## src/design/brace_aware_statement_splitter_assert.svh

```systemverilog
// Assertion macros for the statement splitter.
// Used by brace_aware_statement_splitter.sv; expects clk and rst_n in scope.
`ifndef BRACE_AWARE_STATEMENT_SPLITTER_ASSERT_SVH
`define BRACE_AWARE_STATEMENT_SPLITTER_ASSERT_SVH
`ifndef ASSERT_OFF
// same-cycle implication
`define BAS_ASSERT_IMP(name, ante, cons) \
  name: assert property (@(posedge clk) disable iff (!rst_n) (ante) |-> (cons)) \
    else $error("splitter check failed");
// next-cycle implication
`define BAS_ASSERT_NXT(name, ante, cons) \
  name: assert property (@(posedge clk) disable iff (!rst_n) (ante) |=> (cons)) \
    else $error("splitter check failed");
`else
`define BAS_ASSERT_IMP(name, ante, cons)
`define BAS_ASSERT_NXT(name, ante, cons)
`endif
`endif

```

## src/design/bas_pkg.sv

```systemverilog
// Scan modes and character codes for the statement splitter.
// No dependencies.
package bas_pkg;

  typedef enum logic [3:0] {
    MODE_CODE,
    MODE_SLASH,
    MODE_LINE,
    MODE_BLOCK,
    MODE_BSTAR,
    MODE_STR,
    MODE_ESC,
    MODE_TRAIL,
    MODE_SKIP
  } mode_t;

  localparam logic [7:0] CH_SEMI   = 8'h3B;
  localparam logic [7:0] CH_LBRACE = 8'h7B;
  localparam logic [7:0] CH_RBRACE = 8'h7D;
  localparam logic [7:0] CH_LPAREN = 8'h28;
  localparam logic [7:0] CH_RPAREN = 8'h29;
  localparam logic [7:0] CH_QUOTE  = 8'h22;
  localparam logic [7:0] CH_BSLASH = 8'h5C;
  localparam logic [7:0] CH_SLASH  = 8'h2F;
  localparam logic [7:0] CH_STAR   = 8'h2A;
  localparam logic [7:0] CH_LF     = 8'h0A;
  localparam logic [7:0] CH_SPACE  = 8'h20;
  localparam logic [7:0] CH_TAB    = 8'h09;
  localparam logic [7:0] CH_CR     = 8'h0D;

endpackage

```

## src/design/brace_aware_statement_splitter.sv

```systemverilog
// Top-level statement splitter: scan state, boundary logic, result queue.
// Depends on bas_pkg and brace_aware_statement_splitter_assert.svh.
//
//   channel  direction  handshake          payload
//   in_      input      in_valid/in_stall  text_byte, end_of_text
//   out_     output     out_valid/out_stall stmt_valid, stmt_begin, stmt_stop,
//                                          first_line, final_line, run_last,
//                                          text_done
//
// One byte is taken per cycle while in_stall is low; its scan update and its
// results are settled in the same cycle and land in a four-entry result queue.
// A byte that gives two results hands them out one at a time; the queue
// absorbs that, and in_stall rises only while more than two results wait.
// Synchronous active-low reset clears the scan state and empties the queue.
// A stall on the output holds the head request stable.
`include "brace_aware_statement_splitter_assert.svh"

module brace_aware_statement_splitter
  import bas_pkg::*;
#(
  parameter int DEPTH_MAX   = 255,
  parameter int OFFSET_BITS = 24,
  parameter int LINE_BITS   = 20
) (
  input  logic                   clk,
  input  logic                   rst_n,
  input  logic                   in_valid,
  output logic                   in_stall,
  input  logic [7:0]             in_text_byte,
  input  logic                   in_end_of_text,
  output logic                   out_valid,
  input  logic                   out_stall,
  output logic                   out_stmt_valid,
  output logic [OFFSET_BITS-1:0] out_stmt_begin,
  output logic [OFFSET_BITS-1:0] out_stmt_stop,
  output logic [LINE_BITS-1:0]   out_first_line,
  output logic [LINE_BITS-1:0]   out_final_line,
  output logic                   out_run_last,
  output logic                   out_text_done
);

  localparam int DW = $clog2(DEPTH_MAX + 1);
  localparam logic [DW-1:0] DEPTH_TOP = DW'(DEPTH_MAX);
  localparam logic [OFFSET_BITS-1:0] OFF_MAX = '1;
  localparam logic [LINE_BITS-1:0]   LN_MAX  = '1;
  localparam logic [LINE_BITS-1:0]   LN_ONE  = LINE_BITS'(1);

  typedef struct packed {
    logic                   stmt_valid;
    logic [OFFSET_BITS-1:0] stmt_begin;
    logic [OFFSET_BITS-1:0] stmt_stop;
    logic [LINE_BITS-1:0]   first_line;
    logic [LINE_BITS-1:0]   final_line;
    logic                   run_last;
    logic                   text_done;
  } res_t;

  // scan state
  mode_t                  mode_r, mode_nxt;
  logic [DW-1:0]          depth_r, depth_nxt;
  logic [LINE_BITS-1:0]   line_r, line_nxt;
  logic [OFFSET_BITS-1:0] pos_r, pos_nxt;
  logic [OFFSET_BITS-1:0] spos_r, spos_nxt;
  logic [LINE_BITS-1:0]   sline_r, sline_nxt;
  logic                   saw_r, saw_nxt;

  // result queue
  res_t       fifo_r [4];
  logic [1:0] wr_ptr_r, rd_ptr_r;
  logic [2:0] count_r;

  logic in_fire, out_fire;
  assign in_fire  = in_valid && !in_stall;
  assign out_fire = out_valid && !out_stall;
  assign in_stall = count_r > 3'd2;
  assign out_valid = count_r != 3'd0;

  // working copies for the byte update
  logic [7:0]             c;
  logic                   is_ws;
  logic [OFFSET_BITS-1:0] next_pos;
  mode_t                  mode_v;
  logic [DW-1:0]          depth_v;
  logic [LINE_BITS-1:0]   line_v;
  logic [OFFSET_BITS-1:0] spos_v;
  logic [LINE_BITS-1:0]   sline_v;
  logic                   saw_v;
  logic                   do_skip, do_stmt, do_code;
  logic                   main_emit, eot_emit;
  res_t                   main_res, eot_res, slot0, slot1;
  logic [1:0]             push_n;

  assign c        = in_text_byte;
  assign is_ws    = (c == CH_SPACE) || (c >= CH_TAB && c <= CH_CR);
  assign next_pos = (pos_r < OFF_MAX) ? pos_r + 1'b1 : OFF_MAX;

  // per-byte scan: trail, skip, statement body, then code characters
  always_comb begin
    mode_v    = mode_r;
    depth_v   = depth_r;
    line_v    = line_r;
    spos_v    = spos_r;
    sline_v   = sline_r;
    saw_v     = saw_r;
    do_skip   = 1'b0;
    do_stmt   = 1'b0;
    do_code   = 1'b0;
    main_emit = 1'b0;
    main_res  = '0;

    // after a closing brace: same-line spaces and one semicolon belong
    if (mode_r == MODE_TRAIL) begin
      if (c == CH_LF || !is_ws) begin
        mode_v    = MODE_SKIP;
        saw_v     = 1'b0;
        main_emit = 1'b1;
        main_res.stmt_valid = 1'b1;
        main_res.stmt_begin = spos_v;
        main_res.first_line = sline_v;
        main_res.final_line = line_v;
        if (c == CH_SEMI) begin
          main_res.stmt_stop = next_pos;
        end else begin
          main_res.stmt_stop = pos_r;
          do_skip = 1'b1;
        end
      end
    end else if (mode_r == MODE_SKIP) begin
      do_skip = 1'b1;
    end else begin
      do_stmt = 1'b1;
    end

    // whitespace between statements
    if (do_skip) begin
      if (is_ws) begin
        if (c == CH_LF && line_v < LN_MAX) line_v = line_v + 1'b1;
      end else begin
        spos_v  = pos_r;
        sline_v = line_v;
        saw_v   = 1'b0;
        mode_v  = MODE_CODE;
        do_stmt = 1'b1;
      end
    end

    // comments, strings and lookahead
    if (do_stmt) begin
      if (!is_ws) saw_v = 1'b1;
      if (mode_v == MODE_ESC) begin
        mode_v = MODE_STR;
      end else if (c == CH_LF) begin
        if (line_v < LN_MAX) line_v = line_v + 1'b1;
        if (mode_v == MODE_LINE || mode_v == MODE_SLASH) mode_v = MODE_CODE;
        else if (mode_v == MODE_BSTAR) mode_v = MODE_BLOCK;
      end else begin
        case (mode_v)
          MODE_LINE: ;
          MODE_BLOCK: begin
            if (c == CH_STAR) mode_v = MODE_BSTAR;
          end
          MODE_BSTAR: begin
            if (c == CH_SLASH) mode_v = MODE_CODE;
            else if (c != CH_STAR) mode_v = MODE_BLOCK;
          end
          MODE_STR: begin
            if (c == CH_BSLASH) mode_v = MODE_ESC;
            else if (c == CH_QUOTE) mode_v = MODE_CODE;
          end
          MODE_SLASH: begin
            if (c == CH_SLASH) mode_v = MODE_LINE;
            else if (c == CH_STAR) mode_v = MODE_BLOCK;
            else begin
              mode_v  = MODE_CODE;
              do_code = 1'b1;
            end
          end
          default: begin
            mode_v  = MODE_CODE;
            do_code = 1'b1;
          end
        endcase
      end
    end

    // plain code: nesting and statement ends
    if (do_code) begin
      case (c)
        CH_SLASH: mode_v = MODE_SLASH;
        CH_QUOTE: mode_v = MODE_STR;
        CH_LBRACE, CH_LPAREN: begin
          if (depth_v < DEPTH_TOP) depth_v = depth_v + 1'b1;
        end
        CH_RPAREN: begin
          if (depth_v != '0) depth_v = depth_v - 1'b1;
        end
        CH_RBRACE: begin
          if (depth_v <= DW'(1)) begin
            depth_v = '0;
            mode_v  = MODE_TRAIL;
          end else begin
            depth_v = depth_v - 1'b1;
          end
        end
        CH_SEMI: begin
          if (depth_v == '0) begin
            main_emit = 1'b1;
            main_res.stmt_valid = 1'b1;
            main_res.stmt_begin = spos_v;
            main_res.stmt_stop  = next_pos;
            main_res.first_line = sline_v;
            main_res.final_line = line_v;
            mode_v = MODE_SKIP;
            saw_v  = 1'b0;
          end
        end
        default: ;
      endcase
    end
  end

  // end of text: flush remainder, build queue entries, reset the scan
  always_comb begin
    eot_emit = in_end_of_text &&
               (mode_v == MODE_TRAIL || (mode_v != MODE_SKIP && saw_v));
    eot_res = '0;
    eot_res.stmt_valid = 1'b1;
    eot_res.stmt_begin = spos_v;
    eot_res.stmt_stop  = next_pos;
    eot_res.first_line = sline_v;
    eot_res.final_line = line_v;

    slot0 = main_emit ? main_res : (eot_emit ? eot_res : res_t'('0));
    slot1 = eot_res;
    if (!in_end_of_text) push_n = {1'b0, main_emit};
    else if (main_emit && eot_emit) push_n = 2'd2;
    else push_n = 2'd1;

    if (push_n == 2'd2) begin
      slot1.run_last  = 1'b1;
      slot1.text_done = 1'b1;
    end else begin
      slot0.run_last  = 1'b1;
      slot0.text_done = in_end_of_text;
    end

    if (in_end_of_text) begin
      mode_nxt  = MODE_CODE;
      depth_nxt = '0;
      line_nxt  = LN_ONE;
      pos_nxt   = '0;
      spos_nxt  = '0;
      sline_nxt = LN_ONE;
      saw_nxt   = 1'b0;
    end else begin
      mode_nxt  = mode_v;
      depth_nxt = depth_v;
      line_nxt  = line_v;
      pos_nxt   = next_pos;
      spos_nxt  = spos_v;
      sline_nxt = sline_v;
      saw_nxt   = saw_v;
    end
  end

  // scan state registers
  always_ff @(posedge clk) begin
    if (!rst_n) begin
      mode_r  <= MODE_CODE;
      depth_r <= '0;
      line_r  <= LN_ONE;
      pos_r   <= '0;
      spos_r  <= '0;
      sline_r <= LN_ONE;
      saw_r   <= 1'b0;
    end else if (in_fire) begin
      mode_r  <= mode_nxt;
      depth_r <= depth_nxt;
      line_r  <= line_nxt;
      pos_r   <= pos_nxt;
      spos_r  <= spos_nxt;
      sline_r <= sline_nxt;
      saw_r   <= saw_nxt;
    end
  end

  // queue storage
  always_ff @(posedge clk) begin
    if (in_fire && push_n != 2'd0) fifo_r[wr_ptr_r] <= slot0;
    if (in_fire && push_n == 2'd2) fifo_r[wr_ptr_r + 2'd1] <= slot1;
  end

  // queue pointers and fill count
  always_ff @(posedge clk) begin
    if (!rst_n) begin
      wr_ptr_r <= '0;
      rd_ptr_r <= '0;
      count_r  <= '0;
    end else begin
      if (in_fire) wr_ptr_r <= wr_ptr_r + push_n;
      if (out_fire) rd_ptr_r <= rd_ptr_r + 2'd1;
      count_r <= count_r + (in_fire ? {1'b0, push_n} : 3'd0)
                 - {2'b0, out_fire};
    end
  end

  res_t head;
  assign head           = fifo_r[rd_ptr_r];
  assign out_stmt_valid = head.stmt_valid;
  assign out_stmt_begin = head.stmt_begin;
  assign out_stmt_stop  = head.stmt_stop;
  assign out_first_line = head.first_line;
  assign out_final_line = head.final_line;
  assign out_run_last   = head.run_last;
  assign out_text_done  = head.text_done;

  // checks
  `BAS_ASSERT_IMP(a_count_bound, 1'b1, count_r <= 3'd4)
  `BAS_ASSERT_IMP(a_depth_bound, 1'b1, depth_r <= DEPTH_TOP)
  `BAS_ASSERT_NXT(a_eot_resets, in_fire && in_end_of_text, pos_r == '0 && depth_r == '0 && line_r == LN_ONE)
  `BAS_ASSERT_NXT(a_pop_only, out_fire && !in_fire, count_r == $past(count_r) - 3'd1)
  `BAS_ASSERT_IMP(a_done_is_last, out_valid && out_text_done, out_run_last)

endmodule
```

## config.mk

```make
export PLATFORM = sky130hd
export DESIGN_NAME = brace_aware_statement_splitter
export DESIGN_NICKNAME = d
export VERILOG_FILES = /design/src/design/bas_pkg.sv /design/src/design/brace_aware_statement_splitter.sv
export VERILOG_INCLUDE_DIRS = /design/src /design/src/design
export SDC_FILE = /design/constraint.sdc
export NUM_CORES = 1
export LEC_CHECK = 0
export BUFFER_PORTS_ARGS = -buffer_cell sky130_fd_sc_hd__buf_2
export CAP_MARGIN = 20
export CELL_PAD_IN_SITES_DETAIL_PLACEMENT = 1
export CELL_PAD_IN_SITES_GLOBAL_PLACEMENT = 1
export CORE_AREA = 2 2 254 256
export CTS_BUF_LIST = sky130_fd_sc_hd__clkbuf_8
export DETAILED_ROUTE_END_ITERATION = 10
export DIE_AREA = 0 0 256 258
export PLACE_DENSITY = 0.69
export SETUP_SLACK_MARGIN = 0.4
export SYNTH_ARGS = -nofsm -noshare
export SYNTH_HDL_FRONTEND = slang
export SYNTH_SLANG_ARGS = --single-unit
```

## constraint.sdc

```tcl
create_clock -name clk -period 13.3 [get_ports clk]
set_input_delay 1.33 -clock clk [delete_from_list [all_inputs] [get_ports clk]]
set_output_delay 1.33 -clock clk [all_outputs]
set_load 0.05 [all_outputs]
```

* Word level (Yosys, flattened, before mapping)
Memory sizes are Yosys's and may differ from the RTL's. A register that Yosys moved wholly into a read port is not among the register bits.
Cells that the tools add are included.
** Word-level totals
- Flip-flop bits (word level) :: 108
- Memory bits (writable) :: 364
- Word-level logic and storage cells :: 171
- Memories :: 1
- Input bits :: 13
** Memories
- fifo_r :: depth 4, bits a word 91, read ports 1, clocked after Yosys merged registers in 1, wr ports 2, RTL line brace_aware_statement_splitter.sv:68 : res_t fifo_r [4];
** Operators by class
- Order comparisons :: 8
- Reductions and logical operators :: 25
- Mux-type cells :: 92
- Add/sub/neg operators :: 10
- Equality and inequality tests :: 25
** Operators with widths (count)
- $mux 89 :: 5
- $mux 20 :: 11
- $mux 91 :: 2
- $mux 24 :: 6
- $mux 4 :: 18
- $eq 8x6->1 const B :: 7
- $add 20x1->20 const B :: 2
- $lt 20x20->1 const B :: 2
- $mux 8 :: 5
- $mux 1 :: 32
- $add 24x1->24 const B :: 1
- $eq 8x7->1 const B :: 3
- $lt 24x24->1 const B :: 1
- $pmux 8 s3 :: 1
- $eq 4x3->1 const B :: 5
- $pmux 4 s5 :: 1
- $mux 2 :: 9
- $pmux 4 s4 :: 1
- $logic_and 1x1->1 :: 9
- $add 8x1->8 const B :: 1
- $eq 4x2->1 const B :: 2
- $eq 8x4->1 const B :: 1
- $ge 8x4->1 const B :: 1
- $le 8x1->1 const B :: 1
- 25 further kinds :: 33

* Depth between registers and ports, before layout
- Depth after elaboration :: 29
- Gate-level depth with buffers :: 20
- Mapped depth without buffers :: 18

* Worst setup path after synthesis
No wires, ideal clock.
- Kind :: input to register
- From :: input port in_text_byte[0]
- To :: memory fifo_r[0][0] (netlist name), enable pin
- Data arrival time :: 5.735 ns
- Cell stages on the path :: 13
- Library setup time :: 0.868 ns
- Setup slack :: 6.698 ns
- Cells stage by stage :: clkbuf_1 -> or2_2 -> or4_1 -> buf_2 -> a21boi_2 -> or4_1 -> nand4_1 -> o31a_1 -> o311ai_4 -> or2_2 -> clkbuf_1 -> buf_2 -> nand2_1
** RTL lines
- start, declared :: RTL line brace_aware_statement_splitter.sv:29 : input logic [7:0] in_text_byte,
- end, declared :: RTL line brace_aware_statement_splitter.sv:68

==> implementation parameters <==
Parameter                              Value

Die
  Vertical die dimension    about 260 um
  Num ports    between 100 and 150
  Starting density of the core    39.3%
  Core ar.    0.0636 mm2
  Area of the die    around 0.066 mm2
  Count of standard-cell rows    a little over 90
  X dimension of the die    between 200 and 300 um

Setup path
  Series of cell instances along the critical path    buf_2 > or4b_4 > nor4_1 > o21ai_0 > and3_1 > a21oi_1 > o31a_1 > o311a_1 > nand3_2 > buf_4 > nand2_4 > buf_4
  Required time reported for the critical path endpoint    13580 ps
  Arrival time at the worst endpoint    ~6600 ps
  Cell repeated most along the worst path    buf_4
  Register-to-register setup slack    ~7400 ps
  Crit path max fanout    54
  WS Path Type    in -> reg
  Largest stage delay on the critical path    between 800 and 900 ps
  Type of element launching the critical path    input pin
  Cell with the biggest individual delay on the critical path    buf_4
  Nature of the critical path endpoint    flop

Timing
  Max-slew violation total from the final report    0
  Pin slew with the least headroom to its limit    roughly 1100 ps
  Number of failing setup endpoints in the final timing report    0
  Final sum of negative setup slack    0 ps
  Hold violation count in the final report    0
  Post-route setup slack    between 7000 and 8000 ps
  Unrepaired setup endpoints after global routing    no
  Final Critical Period    about 6300 ps
  Max Clock Freq    159 MHz
  Setup skew after layout    between 30 and 40 ps
  Period utilisation layout    between 40% and 50%
  Max_slew headroom    approximately a quarter

Pwr
  P_leak    ~0.0086 uW
  Peak ir drop on the vdd network    a little under 0.07 mV
  Total power divided by cell area    148 mW/mm2

Logic synthesis
  Mapped Avg Cell Area    roughly 11 um2
  Yosys cell types    ~100
  Synth cell count leaders    edfxtp_1 (360), nand2_1 (203), nor2_1 (203), o22ai_1 (164), clkbuf_1 (153)
  Proportion of netlist area held by the largest area contributor    approximately 43%
  Post-synthesis cell type with the largest combined area    edfxtp_1
  Sequential fraction of the synthesis area    52.3%
  Ys async rst share    0%
  Predominant post-synthesis flop cell    edfxtp_1
  Total number of yosys warnings    0
  Cell count after synthesis    around 2200
  Top post-synthesis cells by area    edfxtp_1 (43%), dfxtp_1 (9.1%), mux4_2 (8.2%), o22ai_1 (4.1%), a22o_1 (3.6%)
  Number of synthesized register bits    474
  Post-Syn Nets    approximately 2300
  Syn Std Cell Area    about 0.025 mm2
  Number of enable flip-flop cells after synthesis    between 300 and 400
  Cell with the most instances after synthesis    edfxtp_1

Clock network
  Postcts setup bufs    0
  H-tree level count    3
  Clock tree sinks    between 400 and 500
  Cts-stage hold buffer count    0
  Number of buffers added by the clock tree synthesis step    between 80 and 90
  Clock buffer depth    3
  Post_cts resized    0
  CTS tree    built
  Later-pin clock latency in the skew report    around 690 ps
  Clock root buffer    clkbuf_8
  Clock slew at the register clock pins of the worst setup and hold paths    60 ps

Detailed routing
  Post-DR vias/cell    approximately 6.5
  WL per Instance    28.7 um
  Final routed wirelength across all metal layers    between 90000 and 100000 um
  Detailed-route DRC error count    0
  Number of iterations in the first detailed-routing pass    6
  Antenna violation net count after detailed routing    0
  Vias after detailed routing    between 20000 and 25000
  Violation count after the first detailed-route iteration    around 2300

GRT
  Met2 Resource Use GR    a little under half
  Initial antenna violation count    4
  GRT Max-Usage Layer    met2
  Vias in the first global route    approximately 22000
  Met3 capacity usage during global routing    5.05%
  Global-route wire length before repair    roughly 140000 um
  Grt met1 use    between 30% and 40%
  Largest net degree at the start of global routing    between 60 and 70
  Total global routing track utilization    27.2%
  Residual overflow from global routing    0

Place
  Placed wire-length estimate after detailed placement    around 57000 um
  Port Buffer Count    105
  Routability congestion estimate from global placement    0.885
  Dpl cells    around 3000
  Pre-CTS setup slack    6420 ps

Finish
  Number of nets in the final layout    about 2300
  Number of filler cells placed in the layout    between 6000 and 7000
  Footprint of the flip-flops and latches    approximately 0.013 mm2
  Layout overhead on the synthesized area    11.5%
  Cell Count, Final, Fillers Out    between 3000 and 4000
  Area used by multi-input combinational logic    between 0.01 and 0.015 mm2
  Fraction of layout instances using a drive strength above 1    between 10% and 20%

Status
  Result of the run    complete, no violations

Min path
  Path class of the lowest-slack min-delay path    reg -> reg

Run
  Max_cap viols    0
-- power breakdown --
group	leakage, uW	switching, uW	internal [uW]
registers	0.00415	42.1	1650
clock network	0.000928	641	715
logic	0.00348	797	300
-- metal layers --
metal	vias up	routed length (um)
met5	-	24
met4	4	3330
met3	221	8060
met2	1052	44400
met1	10657	35500
li1	8880	-
-- worst max-delay path, delay by kind of cell --
kind | cells | cell delay, ps
simple gates | 5 | 2270
compound gates | 4 | 1520
buf+inv | 3 | 1370
-- placed cells by master, fill, tap and decap left out, types with 10 or more instances in the layout --
master and count:
xnor2_1 27, inv_1 48, a21oi_1 80, o22a_1 12
or3_1 17, clkinv_2 12, mux4_2 91, nor4_1 15
buf_2 105, and2_1 22, o221ai_1 34, nor3_1 36
nand2_1 198, a31oi_1 13, xor2_1 16, dfxtp_1 112
a22o_1 104, nand4_1 23, o21ai_1 17, nand3_1 52
clkbuf_8 99, o22ai_1 164, o21ai_0 85, or4_1 11
edfxtp_1 360, and3_1 14, ha_1 10, a21boi_0 10
o211ai_1 13, a22oi_1 59, clkinv_1 13, nor2_1 199
buf_4 39, mux2i_1 30
-- registers in the layout (all words and copies together) (netlist names), named ones only --
| name | count |
|---|---|
| count_r | 3 |
| depth_r | 8 |
| fifo_r | 364 |
| line_r | 20 |
| mode_r | 4 |
| pos_r | 24 |
| rd_ptr_r | 2 |
| saw_r | 1 |
| sline_r | 20 |
| spos_r | 24 |
| wr_ptr_r | 2 |
-- worst paths after layout --
kind,startpoint,end,depth (start not counted)
hold reg to reg,fifo_r[2][90]$_SDFFE_PP1P_,fifo_r[2][90]$_SDFFE_PP1P_,2
setup reg to reg,mode_r[2]$_SDFFE_PN0P_,fifo_r[2][3]$_DFFE_PP_,11
setup / recovery,in_text_byte[7],fifo_r[2][3]$_DFFE_PP_,12
hold / removal,fifo_r[2][90]$_SDFFE_PP1P_,fifo_r[2][90]$_SDFFE_PP1P_,2
-- per-stage QoR --
stage	hold slack, ps	cell area (um2)	util, %	total power [uW]
floorplan	436	25000	-	2510
global placement	471	26200	41.1	2810
detailed placement	486	26200	41.1	2820
CTS	519	27800	43.7	4160
global route	532	27900	43.8	4270
finish	523	27900	43.8	4140
-- layout make-up --
cell class | count | share of cell area (%)
timing repair buffer | 147 | 3.17
sequential | 474 | 46.9
tap | 855 | 3.83
clock inverter | 52 | 1.01
antenna | 1 | 0.00897
inverter | 28 | 0.381
multi-input combinational | 1528 | 39.8
clock buffer | 99 | 4.88
-- cells by family after synthesis --
| family | after synthesis | synth area share [%] |
|---|---|---|
| simple gates | 656 | 12.4 |
| mux | 122 | 9.44 |
| compound gates | 696 | 19.9 |
| buf+inv | 239 | 3.88 |
| xor+xnor | 43 | 1.51 |
| fa+ha+maj | 11 | 0.580 |
| flops | 474 | 52.3 |
(Power assumes the default switching activity.)
